File: src/hw/rtl/nabk_pkg.sv
// ----------------------------------------------------------------------------
// nabk_pkg
// Shared types and constants for the nearest anchor by kind search block.
// ----------------------------------------------------------------------------
package nabk_pkg;

  // Default sizing
  localparam int MaxSlotsDef  = 64;
  localparam int CoordBitsDef = 20;

  // Fixed field widths
  localparam int CMD_W     = 2;
  localparam int SLOT_W    = 6;
  localparam int SLOT_SPAN = 1 << SLOT_W;
  localparam int KIND_W    = 16;
  localparam int ID_W      = 16;
  localparam int HDR_W     = KIND_W + ID_W;
  localparam int ENTRY_W   = 7;
  localparam int OUT_ID_W  = 17;
  localparam int OUT_DST_W = 22;

  // Command codes
  localparam logic [CMD_W-1:0] CMD_HDR   = 2'd0;
  localparam logic [CMD_W-1:0] CMD_START = 2'd1;
  localparam logic [CMD_W-1:0] CMD_END   = 2'd2;
  localparam logic [CMD_W-1:0] CMD_QUERY = 2'd3;

  // Axis codes for the shared squarer
  localparam logic [1:0] AX_X = 2'd0;
  localparam logic [1:0] AX_Y = 2'd1;
  localparam logic [1:0] AX_Z = 2'd2;

  // Identifier reported when nothing matches
  localparam logic signed [OUT_ID_W-1:0] NO_IDENT = -17'sd1;

  // Slot table write strobes
  typedef struct packed {
    logic hdr;
    logic start_a;
    logic end_a;
  } nabk_wr_t;

  // Tag that travels with one axis term into the squarer
  typedef struct packed {
    logic            vld;
    logic [1:0]      axis;
    logic            elig;
    logic [ID_W-1:0] ident;
  } nabk_tag_t;

  // Tag that travels with a finished squared distance
  typedef struct packed {
    logic            vld;
    logic            elig;
    logic [ID_W-1:0] ident;
  } nabk_res_t;

endpackage

File: src/hw/rtl/nabk_sq_acc.sv
// ----------------------------------------------------------------------------
// nabk_sq_acc
// Shared squarer: one axis difference squared per cycle, summed over x, y, z
// into a squared distance with its slot tag.
// ----------------------------------------------------------------------------
module nabk_sq_acc
  import nabk_pkg::*;
#(
  parameter int COORD_BITS = CoordBitsDef,
  localparam int DIST_W    = 2 * COORD_BITS + 2
) (
  input  logic                         clk,
  input  logic                         rst,
  input  nabk_tag_t                    tag_in,
  input  logic signed [COORD_BITS-1:0] coord_a,
  input  logic signed [COORD_BITS-1:0] coord_b,
  output logic                         busy,
  output logic [DIST_W-1:0]            sum_sq,
  output nabk_res_t                    dist_tag
);

  localparam int PROD_W = 2 * COORD_BITS;
  localparam int ACC_W  = 2 * COORD_BITS + 1;

  logic signed [COORD_BITS:0] diff;
  logic [COORD_BITS-1:0]      mag;
  logic [PROD_W-1:0]          prod;
  nabk_tag_t                  prod_tag;
  logic [ACC_W-1:0]           acc;

  // Difference and magnitude, fits COORD_BITS bits
  always_comb begin
    diff = {coord_a[COORD_BITS-1], coord_a} - {coord_b[COORD_BITS-1], coord_b};
    mag  = diff[COORD_BITS] ? COORD_BITS'(-diff) : COORD_BITS'(diff);
  end

  assign busy = prod_tag.vld;

  // Square stage
  always_ff @(posedge clk) begin
    if (rst) begin
      prod_tag <= '0;
    end else begin
      prod_tag <= tag_in;
    end
    prod <= PROD_W'(mag) * PROD_W'(mag);
  end

  // Accumulate stage; third axis closes the sum
  always_ff @(posedge clk) begin
    if (rst) begin
      dist_tag <= '0;
    end else begin
      dist_tag.vld <= 1'b0;
      if (prod_tag.vld) begin
        unique case (prod_tag.axis)
          AX_X: acc <= ACC_W'(prod);
          AX_Y: acc <= acc + ACC_W'(prod);
          default: begin
            sum_sq         <= DIST_W'(acc) + DIST_W'(prod);
            dist_tag.vld   <= 1'b1;
            dist_tag.elig  <= prod_tag.elig;
            dist_tag.ident <= prod_tag.ident;
          end
        endcase
      end
    end
  end

endmodule

File: config.mk
export PLATFORM = sky130hd
export DESIGN_NAME = nabk_sq_acc
export DESIGN_NICKNAME = d
export VERILOG_FILES = /design/src/hw/rtl/nabk_pkg.sv /design/src/hw/rtl/nabk_sq_acc.sv
export SDC_FILE = /design/constraint.sdc
export NUM_CORES = 1
export LEC_CHECK = 0
export BUFFER_PORTS_ARGS = -buffer_cell sky130_fd_sc_hd__clkbuf_2
export CAP_MARGIN = 20
export CORE_ASPECT_RATIO = 0.5
export CORE_UTILIZATION = 58
export DETAILED_ROUTE_END_ITERATION = 6
export PLACE_DENSITY = 0.79
export RECOVER_POWER = 50
export SETUP_SLACK_MARGIN = 0.5
export SYNTH_ARGS = -nofsm -noshare
export SYNTH_HDL_FRONTEND = slang
export SYNTH_SLANG_ARGS = --single-unit
export TNS_END_PERCENT = 10
File: constraint.sdc
create_clock -name clk -period 10.8 [get_ports clk]
set_clock_uncertainty 0.1 [all_clocks]
set_input_delay 1.62 -clock clk [delete_from_list [all_inputs] [get_ports clk]]
set_output_delay 1.62 -clock clk [all_outputs]
set_load 0.005 [all_outputs]
==> results.yml, run 1 <==
hold_path:
  min_path_type: "flop to flop"
  holdCritStartpoint: "prod_tag[2]"
  capture_endpoint_of_the_worst_hold_path: "dist_tag[2]"
  worst_hold_path.num_cells: 2
routing:
  dr.first_iter.drc_count: 1089
  route.final.wire_length_um: 48700
  num_vias: 15500
  post-route-drc-count: 0
  post_drt_wl_per_cell_um: 17.5
  routed_via_density: 5.55
  drt_first_pass_iters: 7
  drt.antenna.violating_nets: 0
worst_setup_path:
  timing.critical_path.arrival_ns: 10.29
  timing.critical_path.required_ns: 11.01
  timing.reg2reg.setup_slack_ns: 6.87
  crit-reg2reg-launch: "acc[4]"
  crit_path_frequent_cell: "sky130_fd_sc_hd__fa_1"
  crit_start: "coord_b[2]"
  crit_path_max_incr_delay_ns: 0.54
  worstSetupEndpointType: "flop"
  r2r-end: "acc[32]"
  timing.critical_path.from_type: "input port"
  cell_with_the_biggest_individual_delay_on_the_critical_path: "sky130_fd_sc_hd__fa_1"
  critical_path_class: "input port to flop"
  r2r.worst_path.cells: 12
  path_max_fanout: 6
clock_network:
  cts.path.max_buffers: 2
  cts-hold-fix-buffers: 0
  ctsRootBufferMaster: "sky130_fd_sc_hd__clkbuf_16"
  numCtsBuffers: 17
  tritoncts_clock_tree: "built"
  cts.reportedPaths.clkPinSlew_ns: 0.06
  h-tree-depth: 4
  clock-sinks: 160
  clk_latency_ns: 0.42
logic_synthesis:
  synth_common_cells: "sky130_fd_sc_hd__inv_1, sky130_fd_sc_hd__fa_1, sky130_fd_sc_hd__ha_1, sky130_fd_sc_hd__nand2_1, sky130_fd_sc_hd__nor2_1"
  synthDistinctLibCells: 84
  ys_seq_area_frac: 0.200
  yosysWarnings: 0
  post_synth_main_area_contributors: "sky130_fd_sc_hd__fa_1, sky130_fd_sc_hd__ha_1, sky130_fd_sc_hd__edfxtp_1"
  postSynth.topFlopCell: "sky130_fd_sc_hd__edfxtp_1"
  post_synthesis_net_count: 2673
  syn_area_per_cell_um2: 9.52
  ys_seq_elements: 160
  synthDominantCellAreaShare: 0.281
  mappedNetlistArea_um2: 20200
  synthMostInstantiatedCell: "sky130_fd_sc_hd__inv_1"
  async_flop_share: 0
  synthesis.instances: 2121
  largest_area_contributor_in_the_netlist: "sky130_fd_sc_hd__fa_1"
  synth_enable_flop_cells: 83
sta:
  finalSetupViolations: 0
  worst_slack_ns: 0.715
  rsz0062_at_grt: "true"
  finalHoldViolations: 0
  finalCritPeriodShare: 0.934
  slew_viol_final: 103
  worst_pin_slew_ns: 1.89
  relSlewSlack: -0.257
  fin_crit_ns: 10.09
  achievable_clock_frequency_mhz: 99.2
floorplan:
  core.rowCount: 47
  floorplan.initialDensity: 0.600
  core-area_um2: 33600
  die_width_um: 266
  fp.dieH_um: 134
  die-area_um2: 35600
  io_pins: 123
global_route:
  global_route.overflow_total: 0
  maximum_number_of_pins_on_one_net_before_global_route_repair: 42
  grt_usage: 0.278
  antenna_found_initial: 0
  via_count_of_the_first_global_routing_pass: 15600
  grt_pass1_wl_um: 78400
final_layout:
  nNetsFinal: 2864
  post-route-util: 0.685
  flow.area_growth_from_synthesis_pct: 14.1
  share_of_cells_above_drive_strength_1: 0.162
  n_antenna_cell: 0
place:
  post-place-ws_ns: -0.104
  globalplace.congestion: 0.977
  dp_hpwl_um: 39200
  io_buffers: 122
flow_run:
  drv.max_cap_violation_count: 3
run_status:
  failing_checks: "capacitance limit, slew limit"
  run_status: "complete, but fails checks"
[layout by cell type, fill, tap and decap left out, types with 77 or more instances in the layout]
cell / netlist / routed
sky130_fd_sc_hd__inv_1: 419 / 412
sky130_fd_sc_hd__fa_1: 283 / 276
sky130_fd_sc_hd__ha_1: 207 / 196
sky130_fd_sc_hd__nand2_1: 178 / 173
sky130_fd_sc_hd__nor2_1: 155 / 140
sky130_fd_sc_hd__a21oi_1: 97 / 92
sky130_fd_sc_hd__buf_4: 1 / 89
sky130_fd_sc_hd__edfxtp_1: 83 / 83
sky130_fd_sc_hd__clkbuf_2: 0 / 80
sky130_fd_sc_hd__dfxtp_1: 77 / 77
[layout make-up]
type,instances,area [um^2]
multi-input combinational,1482,14900
inverter,424,1590
tap,465,582
clock buffer,25,519
clock inverter,7,47.5
fill,2545,10600
sequential,160,4030
timing repair buffer,227,1390
[state kept, by name (all words and copies together) (netlist names)]
signal    count
busy          1
acc          41
dist_tag     18
prod         39
sum_sq       42
prod_tag     19
[critical path: cells and delay by family]
kind            cells  cell delay [ns]
compound gates     12             2.69
xor+xnor            2             0.35
fa+ha+maj           9             4.07
buf+inv             9             0.98
simple gates        3             0.57
[timing repair]
action                                  CTS  global route
buffers inserted                          2            35
pin swaps                                 1            58
gates resized for setup                   3           118
endpoints found under the setup margin    5            18
endpoints found under the hold margin     0             0
cloned                                    0             0
[kinds of logic after synthesis]
family / Yosys count / synth area share
AO/OA/AOI/OAI: 332 / 0.112
XOR/XNOR: 118 / 0.0531
adder cells (fa/ha/maj): 490 / 0.409
buffers and inverters: 479 / 0.0900
flip-flops: 160 / 0.200
multiplexers: 41 / 0.0228
AND/OR/NAND/NOR: 501 / 0.113
[per-stage QoR]
step	instances	hold slack, ns	cell area [um^2]	setup TNS (ns)
after floorplan	2121	0.317	20200	0
after global placement	2719	0.319	21700	0
after detailed placement	2720	0.326	21700	-0.189
after CTS	2754	0.335	22300	0
after global routing	2790	0.346	23000	0
final	2790	0.336	23000	0
[how the worst max path moves through the flow]
stage,to,slack (ns),cells after the start
after floorplan,prod[28],0.52,31
after global placement,prod[33],0.12,35
final,prod[39],0.71,35
after CTS,prod[39],0.47,36
after global routing,prod[39],0.38,37
after detailed placement,prod[33],-0.10,35
[routing by layer]
layer / global-route usage / up-vias / wire (um)
met5: 0 / - / 0
met4: 0.0677 / 0 / 1060
met3: 0.0608 / 88 / 4230
met2: 0.432 / 652 / 21300
met1: 0.398 / 7491 / 22100
li1: - / 7253 / -
Power of run 1 is not shown: default switching activity piles up to over one toggle a cycle in this logic, so the estimate is an artifact.
==> run 2, diff against run 1 <==
--- a/config.mk
+++ b/config.mk
@@ -5,12 +5,15 @@
 export SDC_FILE = /design/constraint.sdc
 export NUM_CORES = 1
 export LEC_CHECK = 0
-export BUFFER_PORTS_ARGS = -buffer_cell sky130_fd_sc_hd__clkbuf_2
+export BUFFER_PORTS_ARGS = -buffer_cell sky130_fd_sc_hd__buf_4
 export CAP_MARGIN = 20
+export CELL_PAD_IN_SITES_DETAIL_PLACEMENT = 0
+export CELL_PAD_IN_SITES_GLOBAL_PLACEMENT = 1
 export CORE_ASPECT_RATIO = 0.5
-export CORE_UTILIZATION = 58
+export CORE_UTILIZATION = 45
+export CTS_CLUSTER_SIZE = 12
 export DETAILED_ROUTE_END_ITERATION = 6
-export PLACE_DENSITY = 0.79
+export PLACE_DENSITY = 0.78
 export RECOVER_POWER = 50
 export SETUP_SLACK_MARGIN = 0.5
 export SYNTH_ARGS = -nofsm -noshare
==> run 2 against run 1 <==
Against the previous run: the run ends with DRC, capacitance limit, slew limit left; wire length up 1.6%; clock-buffer cell count down 8; register-to-register slack about the same; maximum frequency up 0.54%; global-route usage down 5.8 points; first-iteration DRC count down 11%; via count down 3.4%; worst setup slack better by 0.055 ns; critical path depth unchanged; final cell count up 4.3%; non-clock buffer count down 3; largest cell class unchanged.
==> results.yml, run 2 (synthesis gave the netlist of run 1 again) <==
run_status:
  run_status: "complete, but fails checks"
  failing_checks: "DRC, capacitance limit, slew limit"
place:
  io_buffers: 122
  post-place-ws_ns: -0.0431
  globalplace.congestion: 0.912
  dp_hpwl_um: 40700
routing:
  dr_wl_met2_um: 20800
  top_layer: "met4"
  wirelength_met1_um: 25100
  dr.first_iter.drc_count: 972
  num_vias: 15000
  drt_first_pass_iters: 7
  met3_wirelength_um: 2910
  post_drt_wl_per_cell_um: 17.0
  route.final.wire_length_um: 49500
  routed_via_density: 5.14
  drt.antenna.violating_nets: 0
  post-route-drc-count: 13
global_route:
  grt_pass1_wl_um: 79000
  antenna_found_initial: 0
  global_route.overflow_total: 0
  maximum_number_of_pins_on_one_net_before_global_route_repair: 43
  grt_usage: 0.220
  via_count_of_the_first_global_routing_pass: 14900
clock_network:
  numCtsBuffers: 17
  ctsRootBufferMaster: "sky130_fd_sc_hd__clkbuf_16"
  tritoncts_clock_tree: "built"
  cts-hold-fix-buffers: 0
  clock-sinks: 160
  cts.reportedPaths.clkPinSlew_ns: 0.07
  h-tree-depth: 4
  cts.path.max_buffers: 2
  clk_latency_ns: 0.42
sta:
  finalHoldViolations: 0
  setup_tns_ns: 0
  finalHoldWorstSlack_ns: 0.333
  achievable_clock_frequency_mhz: 99.7
  slew_viol_final: 118
  finalCritPeriodShare: 0.929
  worst_slack_ns: 0.769
  relSlewSlack: -0.601
  finalSetupViolations: 0
  rsz0062_at_grt: "true"
  fin_crit_ns: 10.03
  worst_pin_slew_ns: 2.40
final_layout:
  share_of_cells_above_drive_strength_1: 0.183
  flow.area_growth_from_synthesis_pct: 17.3
  nNetsFinal: 2861
  mostFrequentLayoutCell: "sky130_fd_sc_hd__inv_1"
  number_of_flip_flops_under_the_largest_register_name: 42
  layout.cells.most_common_list: "sky130_fd_sc_hd__inv_1, sky130_fd_sc_hd__fa_1, sky130_fd_sc_hd__ha_1"
  layout_top_registers: "sum_sq x42, acc x41, prod x39"
  n_antenna_cell: 0
  post-route-util: 0.539
  largest-register: "sum_sq"
worst_setup_path:
  crit_path_max_incr_delay_ns: 0.56
  timing.critical_path.required_ns: 11.05
  timing.critical_path.from_type: "input port"
  r2r.worst_path.cells: 12
  critical_path_class: "input port to flop"
  crit_path_frequent_cell: "sky130_fd_sc_hd__fa_1"
  worstSetupEndpointType: "flop"
  timing.critical_path.arrival_ns: 10.28
  path_max_fanout: 7
  cell_with_the_biggest_individual_delay_on_the_critical_path: "sky130_fd_sc_hd__fa_1"
floorplan:
  floorplan.initialDensity: 0.460
  fp.dieH_um: 152
  io_pins: 123
  core-area_um2: 43900
  die-area_um2: 45800
  core.rowCount: 54
  die_width_um: 301
flow_run:
  drv.max_cap_violation_count: 3
hold_path:
  worst_hold_path.num_cells: 2
  min_path_type: "flop to flop"
run 2: cell count changes in the layout (fill, tap and decap cells not counted), sizes merged:
cell | previous run | this run
bufinv | 0 | 1
clkinv | 6 | 2
clkinvlp | 0 | 1
inv | 425 | 435
buf | 102 | 175
clkbuf | 150 | 66
run 2: timing repair:
item / CTS / global route
buffers inserted: 0 / 27
resized for setup: 4 / 138
pin swaps: 0 / 53
setup endpoints to repair: 4 / 16
hold endpoints to repair: 0 / 0
run 2: per-stage QoR:
stage	std cells	area [um^2]
after floorplan	2121	20200
after global placement	2850	22300
after detailed placement	2850	22300
after CTS	2882	22900
after global routing	2910	23700
final	2910	23700
run 2: routing by layer:
metal  vias up  track usage
li1       7262            -
met1      7248        0.333
met2       409        0.332
met3        38       0.0332
met4         0       0.0432
met5         -            0
run 2: worst paths after layout:
path                             startpoint     endpoint  slack (ns)
worst min register to register  prod_tag[2]  dist_tag[2]        0.33
worst min-delay path            prod_tag[2]  dist_tag[2]        0.33
worst max register to register       acc[4]      acc[32]        6.87
worst max-delay path             coord_a[8]     prod[32]        0.77
run 2: critical path, delay by kind of cell:
family / cells / cell delay, ns
AOI/OAI and AO/OA: 12 / 2.69
xor gates and xnor gates: 2 / 0.30
adders and majority gates: 9 / 4.22
buffers and inverters: 9 / 0.85
and+or+nand+nor: 3 / 0.57
run 2: layout make-up:
type | instances | area, um^2
Sequential cell | 160 | 4030
Multi-Input combinational cell | 1482 | 15000
Clock buffer | 17 | 425
Inverter | 424 | 1600
Fill cell | 4049 | 20200
Tap cell | 588 | 736
Clock inverter | 15 | 163
Timing Repair Buffer | 224 | 1730
Power of run 2 is left out for the same reason.
