`src/hw/rtl/nabk_pkg.sv`:
```
// ----------------------------------------------------------------------------
// nabk_pkg
// Shared types and constants for the nearest anchor by kind search block.
// ----------------------------------------------------------------------------
package nabk_pkg;

  // Default sizing
  localparam int MaxSlotsDef  = 64;
  localparam int CoordBitsDef = 20;

  // Fixed field widths
  localparam int CMD_W     = 2;
  localparam int SLOT_W    = 6;
  localparam int SLOT_SPAN = 1 << SLOT_W;
  localparam int KIND_W    = 16;
  localparam int ID_W      = 16;
  localparam int HDR_W     = KIND_W + ID_W;
  localparam int ENTRY_W   = 7;
  localparam int OUT_ID_W  = 17;
  localparam int OUT_DST_W = 22;

  // Command codes
  localparam logic [CMD_W-1:0] CMD_HDR   = 2'd0;
  localparam logic [CMD_W-1:0] CMD_START = 2'd1;
  localparam logic [CMD_W-1:0] CMD_END   = 2'd2;
  localparam logic [CMD_W-1:0] CMD_QUERY = 2'd3;

  // Axis codes for the shared squarer
  localparam logic [1:0] AX_X = 2'd0;
  localparam logic [1:0] AX_Y = 2'd1;
  localparam logic [1:0] AX_Z = 2'd2;

  // Identifier reported when nothing matches
  localparam logic signed [OUT_ID_W-1:0] NO_IDENT = -17'sd1;

  // Slot table write strobes
  typedef struct packed {
    logic hdr;
    logic start_a;
    logic end_a;
  } nabk_wr_t;

  // Tag that travels with one axis term into the squarer
  typedef struct packed {
    logic            vld;
    logic [1:0]      axis;
    logic            elig;
    logic [ID_W-1:0] ident;
  } nabk_tag_t;

  // Tag that travels with a finished squared distance
  typedef struct packed {
    logic            vld;
    logic            elig;
    logic [ID_W-1:0] ident;
  } nabk_res_t;

endpackage

```
`src/hw/rtl/nabk_isqrt.sv`:
```
// ----------------------------------------------------------------------------
// nabk_isqrt
// Iterative floor square root, one result bit per cycle.
// ----------------------------------------------------------------------------
module nabk_isqrt
  import nabk_pkg::*;
#(
  parameter int COORD_BITS = CoordBitsDef,
  localparam int DIST_W    = 2 * COORD_BITS + 2,
  localparam int RT_W      = COORD_BITS + 1
) (
  input  logic              clk,
  input  logic              rst,
  input  logic              start,
  input  logic [DIST_W-1:0] value,
  output logic              done,
  output logic [RT_W-1:0]   root
);

  localparam int ITER   = DIST_W / 2;
  localparam int CNT_W  = $clog2(ITER + 1);

  logic              busy;
  logic [CNT_W-1:0]  cnt;
  logic [DIST_W-1:0] rem;
  logic [DIST_W-1:0] acc;
  logic [DIST_W-1:0] bit_r;
  logic [DIST_W-1:0] trial;
  logic              ge;

  // One digit step
  always_comb begin
    trial = acc + bit_r;
    ge    = (rem >= trial);
  end

  assign root = acc[RT_W-1:0];

  // Sequencing
  always_ff @(posedge clk) begin
    if (rst) begin
      busy <= 1'b0;
      done <= 1'b0;
      cnt  <= '0;
    end else begin
      done <= 1'b0;
      if (start) begin
        busy  <= 1'b1;
        cnt   <= CNT_W'(ITER);
        rem   <= value;
        acc   <= '0;
        bit_r <= DIST_W'(1) << (DIST_W - 2);
      end else if (busy) begin
        if (ge) begin
          rem <= rem - trial;
          acc <= (acc >> 1) + bit_r;
        end else begin
          acc <= acc >> 1;
        end
        bit_r <= bit_r >> 2;
        cnt   <= cnt - CNT_W'(1);
        if (cnt == CNT_W'(1)) begin
          busy <= 1'b0;
          done <= 1'b1;
        end
      end
    end
  end

endmodule

```
`config.mk`:
```
export PLATFORM = sky130hd
export DESIGN_NAME = nabk_isqrt
export DESIGN_NICKNAME = d
export VERILOG_FILES = /design/src/hw/rtl/nabk_pkg.sv /design/src/hw/rtl/nabk_isqrt.sv
export SDC_FILE = /design/constraint.sdc
export NUM_CORES = 1
export LEC_CHECK = 0
export BUFFER_PORTS_ARGS = -buffer_cell sky130_fd_sc_hd__buf_2
export CAP_MARGIN = 15
export CORE_MARGIN = 5
export CORE_UTILIZATION = 59
export CTS_CLUSTER_DIAMETER = 120
export DETAILED_ROUTE_END_ITERATION = 16
export PLACE_DENSITY = 0.82
export RECOVER_POWER = 25
export SLEW_MARGIN = 10
export SYNTH_ARGS = -nofsm -noshare
export SYNTH_HDL_FRONTEND = slang
export SYNTH_SLANG_ARGS = --single-unit
```
`constraint.sdc`:
```
create_clock -name clk -period 10.9 [get_ports clk]
set_clock_uncertainty 0.05 [all_clocks]
set_input_delay 2.18 -clock clk [delete_from_list [all_inputs] [get_ports clk]]
set_output_delay 2.18 -clock clk [all_outputs]
set_load 0.02 [all_outputs]
```
==> metrics.md, run 1 <==
| Metric | Value |
|---|---|
| Startpoint Class | input pin |
| Slew @ Worst Pin | 2.77 ns |
| GRT Overall Usage | 25.1% |
| Core area | 16600 um^2 |
| Gr ovfl total | 0 |
| Die area | 19600 um^2 |
| Post-cts gate resize count | 0 |
| Met1 Use GR | 35.2% |
| Met3 usage | 3.82% |
| CTS tree | done |
| Synthesis-to-finish area growth | 5.77% |
| Most used DFF post-synth | edfxtp_1 |
| # H-tree levels | 3 |
| Kind of critical path | in -> reg |
| Crit-path max FO | 85 |
| Maximum clock insertion buffer count | 2 |
| Async SR Flop Fraction | 0% |
| Dpl cells | 1372 |
| Design area | 10500 um^2 |
| First-pass DRT Iterations | 6 |
| Horiz. Die Dim | 140 um |
| Clock slew at reported path FFs | 0.08 ns |
| Hold buffers post-CTS | 0 |
| Worst-Skew Late Latency | 0.37 ns |
| Via Count | 8780 |
| Power Dens Cells | 171 nW/um^2 |
| Non-Filler Instances | 1388 |
| Yosys warns | 0 |
| Fin. Hold Viols | 0 |
| Worst R2R Start | acc[4] |
| Maximum clock rate | 147 MHz |
| Synth top area cells | edfxtp_1 32%, ha_1 11%, nand2_1 5.0%, xor2_1 4.4%, o21ai_0 4.4% |
| Antenna diodes | 0 |
| Layer with the highest usage | met2 |
| IO Count | 67 |
| First-pass GRT wire length | 40700 um |
| Dpl hpwl | 18300 um |
| Worst Setup End Kind | register |
| Post-CTS setup buffer count | 0 |
| Top post-synthesis cells by count | 132 x nand2_1, 105 x edfxtp_1, 98 x nor2_1 |
| Vias in the first global route | 8217 |
| Chip height | 140 um |
| Failing checks | capacitance limit, slew limit |
| Synthesized instance count | 1148 |
| Period minus WS final | 6.80 ns |
| Seq/Total Area, Yosys | 33.0% |
| Critical path capture point | rem[21] |
| Syn Std Cell Area | 9970 um^2 |
| CTS buffer count | 9 |
| Setup violations, final | 0 |
| Cell type with the largest total area after synthesis | edfxtp_1 |
| Std cell rows | 47 |
| Hold Path Class | reg -> reg |
| RSZ-0062 raised after global routing | false |
| Residual DRC | 0 |
| Relative slew margins | -84.5% |
| Final setup TNS | 0 ns |
| Synth Area per Inst | 8.68 um^2 |
| Final Cycle Share | 62.3% |
| #FFs+latches synth | 112 |
| Mean routed wirelength per cell | 18.0 um |
| GR Layer Usage met2 | 41.0% |
| Share of layout cells above drive strength 1 | 8.65% |
| Max-cap viol count | 1 |
| Req. time, crit path | 10.85 ns |
| Final Slew Violations | 64 |
| # clock sinks | 112 |
| Initial antenna violation count | 0 |
| Top-count cell post-synth | nand2_1 |
| Root Buffer | clkbuf_16 |
| IO buf count | 66 |
| Initial DRC Count | 866 |
| RD Place Congestion | 0.959 |
| Synth top area share | 31.6% |
| Reg2Reg Depth | 21 |
| Layout Nets | 1297 |
| Post-route ant nets | 0 |
| Lkg Pwr | 0.00407 uW |
| Vias per std cell | 6.33 |
| Reg-to-reg slack, setup | 4.80 ns |
| Status | finished, violations left |
| Post-Syn Nets | 1282 |
| Distinct cells, synth | 75 |
| WL final | 25000 um |
| Placed cell area | 10300 um^2 |
| Arrival @ worst endpoint | 6.74 ns |
| Reg2reg end | rem[21] |
| Post-synth EDFFs | 105 |
| Critical path launch point | start |
| Largest net degree at the start of global routing | 86 |
| Initial Util | 60.1% |
| Maximum VDD drop | 0.0000958 V |
[cell usage in the layout, fill, tap and decap left out, types with 9 or more instances in the layout]
cell type / count
nand2_1: 132
edfxtp_1: 105
nor2_1: 97
ha_1: 88
o21ai_0: 87
a21oi_1: 81
xor2_1: 50
xnor2_1: 48
buf_2: 43
nor2b_1: 39
a31oi_1: 35
nor3_1: 31
clkbuf_1: 25
a21o_1: 24
nand3_1: 24
inv_1: 22
a211oi_1: 20
a31o_2: 15
nand4_1: 13
o21a_1: 13
or3_1: 12
and2_1: 11
and3_1: 11
o21bai_1: 11
clkbuf_16: 9
[critical path, cell delays in order]
cell and delay (ns):
clkbuf_1 1.92, buf_4 0.87, clkinv_1 0.90, a21boi_4 0.32, buf_4 0.51
[worst min path at each step]
stage	start	to	slack (ns)	depth (start not counted)
2_1_floorplan	cnt[1]	cnt[1]	0.42	2
3_3_place_gp	cnt[1]	cnt[1]	0.43	2
3_5_place_dp	cnt[1]	cnt[1]	0.45	2
4_1_cts	cnt[1]	cnt[1]	0.46	2
5_1_grt	cnt[1]	cnt[1]	0.51	2
6_report	cnt[1]	cnt[1]	0.45	2
[through the flow]
step / power [uW] / hold slack (ns) / worst slack (ns) / utilization (%)
finish: 1800 / 0.452 / 4.10 / 63.6
global placement: 1410 / 0.435 / 5.09 / 62.0
global route: 1910 / 0.513 / 3.61 / 63.6
floorplan: 1260 / 0.419 / 1.62 / -
CTS: 1790 / 0.459 / 4.84 / 63.8
detailed placement: 1440 / 0.448 / 4.88 / 62.0
[cells by family after synthesis]
| kind of cell | after synthesis | share of synthesized area, % |
|---|---|---|
| AO/OA/AOI/OAI | 348 | 22.6 |
| multiplexers | 6 | 0.678 |
| XOR/XNOR | 98 | 8.61 |
| buffers and inverters | 90 | 4.43 |
| AND/OR/NAND/NOR | 405 | 19.4 |
| adder cells (fa/ha/maj) | 89 | 11.2 |
| flip-flops | 112 | 33.0 |
[flip-flops by register name (all words and copies together), names as in the netlist]
| register | count |
|---|---|
| acc | 42 |
| bit_r | 21 |
| busy | 1 |
| cnt | 5 |
| done | 1 |
| rem | 42 |
[metal layers]
metal | wire [um] | vias up
met5 | 0 | -
met4 | 480 | 0
met3 | 1830 | 38
met2 | 11600 | 366
met1 | 11100 | 4119
li1 | - | 4257
[final cells by class]
type                       count  area [um^2]
sequential                   112         3290
tap                          220          275
clock inverter                 5         65.1
fill                        1431         6040
timing repair buffer          71          339
inverter                      23         86.3
clock buffer                  11          233
multi-input combinational    946         6250
[power by group]
part / switching [uW] / total, uW / internal (uW) / leakage [uW]
Clock: 168 / 350 / 182 / 0.000144
Combinational: 521 / 855 / 335 / 0.00285
Sequential: 49.4 / 595 / 546 / 0.00107
(Power assumes the default switching activity.)
==> inputs of run 2 (changes only) <==
ABC_AREA = 1   (was not set)
PLACE_DENSITY = 0.81   (was 0.82)
clock period = 7 ns   (was 10.9 ns; I/O delays follow)
==> metrics.md, run 2 <==
| Metric | Value |
|---|---|
| CP bufs+invs | 0 (-4) |
| Clock power share | 17.0% (-2.4 points) |
| First-pass GRT wire length | 61100 um (+50%) |
| Sw Pwr | 1500 uW (+100%) |
| Int Pwr | 1660 uW (+56%) |
| Placed cell area | 12900 um^2 (+25%) |
| Critical path launch point | acc[10] |
| Core area | 20900 um^2 (+26%) |
| Seq/Total Area, Yosys | 26.4% (-6.6 points) |
| Period minus WS final | 5.11 ns |
| Vias in the first global route | 12400 (+50%) |
| Req. time, crit path | 7.18 ns (-3.67 ns) |
| # H-tree levels | 3 (unchanged) |
| Slew @ Worst Pin | 2.40 ns (-0.369 ns) |
| Cell type with the largest total area after synthesis | edfxtp_1 |
| Most common cell after layout, fill and taps aside | nand2_1 |
| Clock slew at reported path FFs | 0.09 ns (about the same) |
| Arrival @ worst endpoint | 5.29 ns (-1.45 ns) |
| Most used DFF post-synth | edfxtp_1 |
| Post-CTS setup buffer count | 0 (unchanged) |
| CTS tree | done |
| Setup violations, final | 0 (unchanged) |
| Max-cap viol count | 2 (+1) |
| Horiz. Die Dim | 155 um (+11%) |
| Dpl hpwl | 30400 um (+66%) |
| Maximum clock insertion buffer count | 2 (unchanged) |
| Kind of critical path | reg -> reg |
| Switching part of the total power | 47.4% (+6.4 points) |
| Worst Hold Launch | cnt[4] |
| #FFs+latches synth | 112 (unchanged) |
| GRT Overall Usage | 31.6% (+6.4 points) |
| Top post-synthesis cells by count | 778 x nand2_1, 283 x inv_1, 203 x nor2_1 |
| RSZ-0062 raised after global routing | false |
| Std cell rows | 53 (+13%) |
| RD Place Congestion | 1.04 (+8.5%) |
| Synth top area share | 25.3% (-6.3 points) |
| Cell mode on critical path | nand2_1 |
| Top-count cell post-synth | nand2_1 |
| Fin. Hold Viols | 0 (unchanged) |
| Initial Util | 59.6% (-0.46 points) |
| Final setup TNS | 0 ns (unchanged) |
| Comb pwr share | 52.7% (+5.2 points) |
| WL final | 38000 um (+52%) |
| Residual DRC | 0 (unchanged) |
| Antenna diodes | 0 (unchanged) |
| Synth top area cells | edfxtp_1 25%, nand2_1 23%, ha_1 8.8%, inv_1 8.5%, nor2_1 6.1% |
| Status | finished, violations left |
| Failing checks | capacitance limit, slew limit |
| Layout fillers | 2079 (+45%) |
| IO buf count | 66 (unchanged) |
| Hold Path Class | reg -> reg |
| Gr ovfl total | 0 (unchanged) |
| Flop pwr share | 30.3% (-2.7 points) |
| # clock sinks | 112 (unchanged) |
| Hold buffers post-CTS | 0 (unchanged) |
| Die area | 24100 um^2 (+23%) |
| Worst setup margin | 1.89 ns (-2.22 ns) |
| Commonest non-fill, non-tap cells in the layout | 778 x nand2_1, 283 x inv_1, 203 x nor2_1, 131 x nand3_1, 105 x edfxtp_1 |
| Mean routed wirelength per cell | 16.2 um (-9.8%) |
| Worst Setup End Kind | register |
| CP max stage cell | a21oi_4 |
| Power Dens Cells | 240 nW/um^2 (+41%) |
| Crit-path max FO | 41 (-52%) |
| Syn Std Cell Area | 12500 um^2 (+25%) |
| Post-route ant nets | 0 (unchanged) |
| Final Cycle Share | 73.0% |
| Lkg Pwr | 0.00658 uW (+62%) |
| Post-synth EDFFs | 105 (unchanged) |
| CP delay by family, top | simple AND/OR/NAND/NOR gates |
| CTS buffer count | 9 (unchanged) |
| Layout Nets | 2195 (+69%) |
| Chip height | 155 um (+11%) |
| Largest net degree at the start of global routing | 65 (-24%) |
| Startpoint Class | register |
| Post-Syn Nets | 2158 (+68%) |
| Synthesized instance count | 2024 (+76%) |
| Root Buffer | clkbuf_16 |
| Synthesis-to-finish area growth | 5.42% |
| Final Slew Violations | 91 (+42%) |
| Initial DRC Count | 1017 (+17%) |
| Share of layout cells above drive strength 1 | 5.32% (-3.3 points) |
| Via Count | 13000 (+49%) |
| Maximum VDD drop | 0.000148 V (+55%) |
| Util after Layout | 62.9% (-0.70 points) |
| Design area | 13100 um^2 (+25%) |
| Post-cts gate resize count | 0 (unchanged) |
| Placement Setup Slack | 1.99 ns (-2.89 ns) |
| IO Count | 67 (unchanged) |
| Crit-path cells | ha_1, nand2_1, o21ai_0, nand2_1, o21ai_0, a21oi_1, nand2_1, nand2_1, nand3b_1, nand2_1, ha_1, nand2_1, nor3_1, nand3_1, nand2_1, nor2_2, a21oi_4, nand2_1, nand2_1 |
| Top Registers | acc (42), rem (42), bit_r (21) |
| Vias per std cell | 5.57 (-12%) |
| Worst R2R Start | acc[10] |
| Initial antenna violation count | 0 (unchanged) |
| Maximum clock rate | 196 MHz |
| Relative slew margins | -59.9% (+25 points) |
| Async SR Flop Fraction | 0% (unchanged) |
| Worst-Skew Late Latency | 0.37 ns (about the same) |
| Synth Area per Inst | 6.16 um^2 (-29%) |
| Yosys warns | 0 (unchanged) |
| Distinct cells, synth | 45 (-40%) |
| Max incr delay on CP | 0.90 ns (-1.02 ns) |
| First-pass DRT Iterations | 6 (unchanged) |
run 2: cell types whose count changed in the layout (fill, tap and decap cells not counted), moves of 13 or more:
cell	before	now
nor2b_1	39	0
inv_1	22	283
a211oi_1	20	1
xnor2_1	48	28
o21a_1	13	0
a31o_2	15	0
nor2_1	97	203
nand3_1	24	131
xor2_1	50	37
a21o_1	24	2
nand2_1	132	778
a31oi_1	35	6
run 2: tightest hold or removal path, stage by stage, from the launching register on:
cell and delay, ns:
dfxtp_1 0.32, nand2_1 0.06, a31oi_1 0.06
run 2: power by group through the flow:
stage	Combinational [uW]	Clock [uW]	Sequential (uW)
final	1660	537	956
after detailed placement	1630	0	964
after global routing	1870	567	964
after CTS	1630	541	951
after global placement	1590	0	963
after floorplan	1270	0	923
run 2: final cells by class:
class	count	area [um^2]	share of cell area, %
Clock buffer	9	225	1.71
Clock inverter	7	65.1	0.495
Inverter	291	1090	8.32
Multi-Input combinational cell	1577	7790	59.3
Sequential cell	112	3290	25.1
Tap cell	275	344	2.62
Timing Repair Buffer	70	324	2.47
run 2: path summary, 6_finish.rpt:
path | slack (ns) | endpoint | depth (start not counted)
worst max-delay path | 1.89 | acc[26] | 19
worst min register to register | 0.43 | cnt[4] | 2
worst min-delay path | 0.43 | cnt[4] | 2
worst max register to register | 1.89 | acc[26] | 19
run 2: cell families after synthesis:
family	count (synthesis)	synth area share (%)
AOI/OAI and AO/OA	208	8.89
xor gates and xnor gates	65	4.57
DFF	112	26.4
adders and majority gates	89	9.00
and+or+nand+nor	1215	40.1
buffers and inverters	335	11.0
run 2: per-stage QoR:
| step | power, uW | cells | hold WS (ns) |
|---|---|---|---|
| 5_1_grt | 3400 | 2341 | 0.465 |
| 3_3_place_gp | 2550 | 2325 | 0.410 |
| 2_1_floorplan | 2190 | 2024 | 0.392 |
| 4_1_cts | 3130 | 2341 | 0.430 |
| 3_5_place_dp | 2590 | 2325 | 0.417 |
| 6_report | 3150 | 2341 | 0.429 |
run 2: metal layers:
| metal | GRT usage (%) | wire (um) |
|---|---|---|
| met5 | 0 | 0 |
| met3 | 2.92 | 2880 |
| met4 | 11.7 | 1340 |
| met2 | 55.0 | 18300 |
| met1 | 40.8 | 15500 |
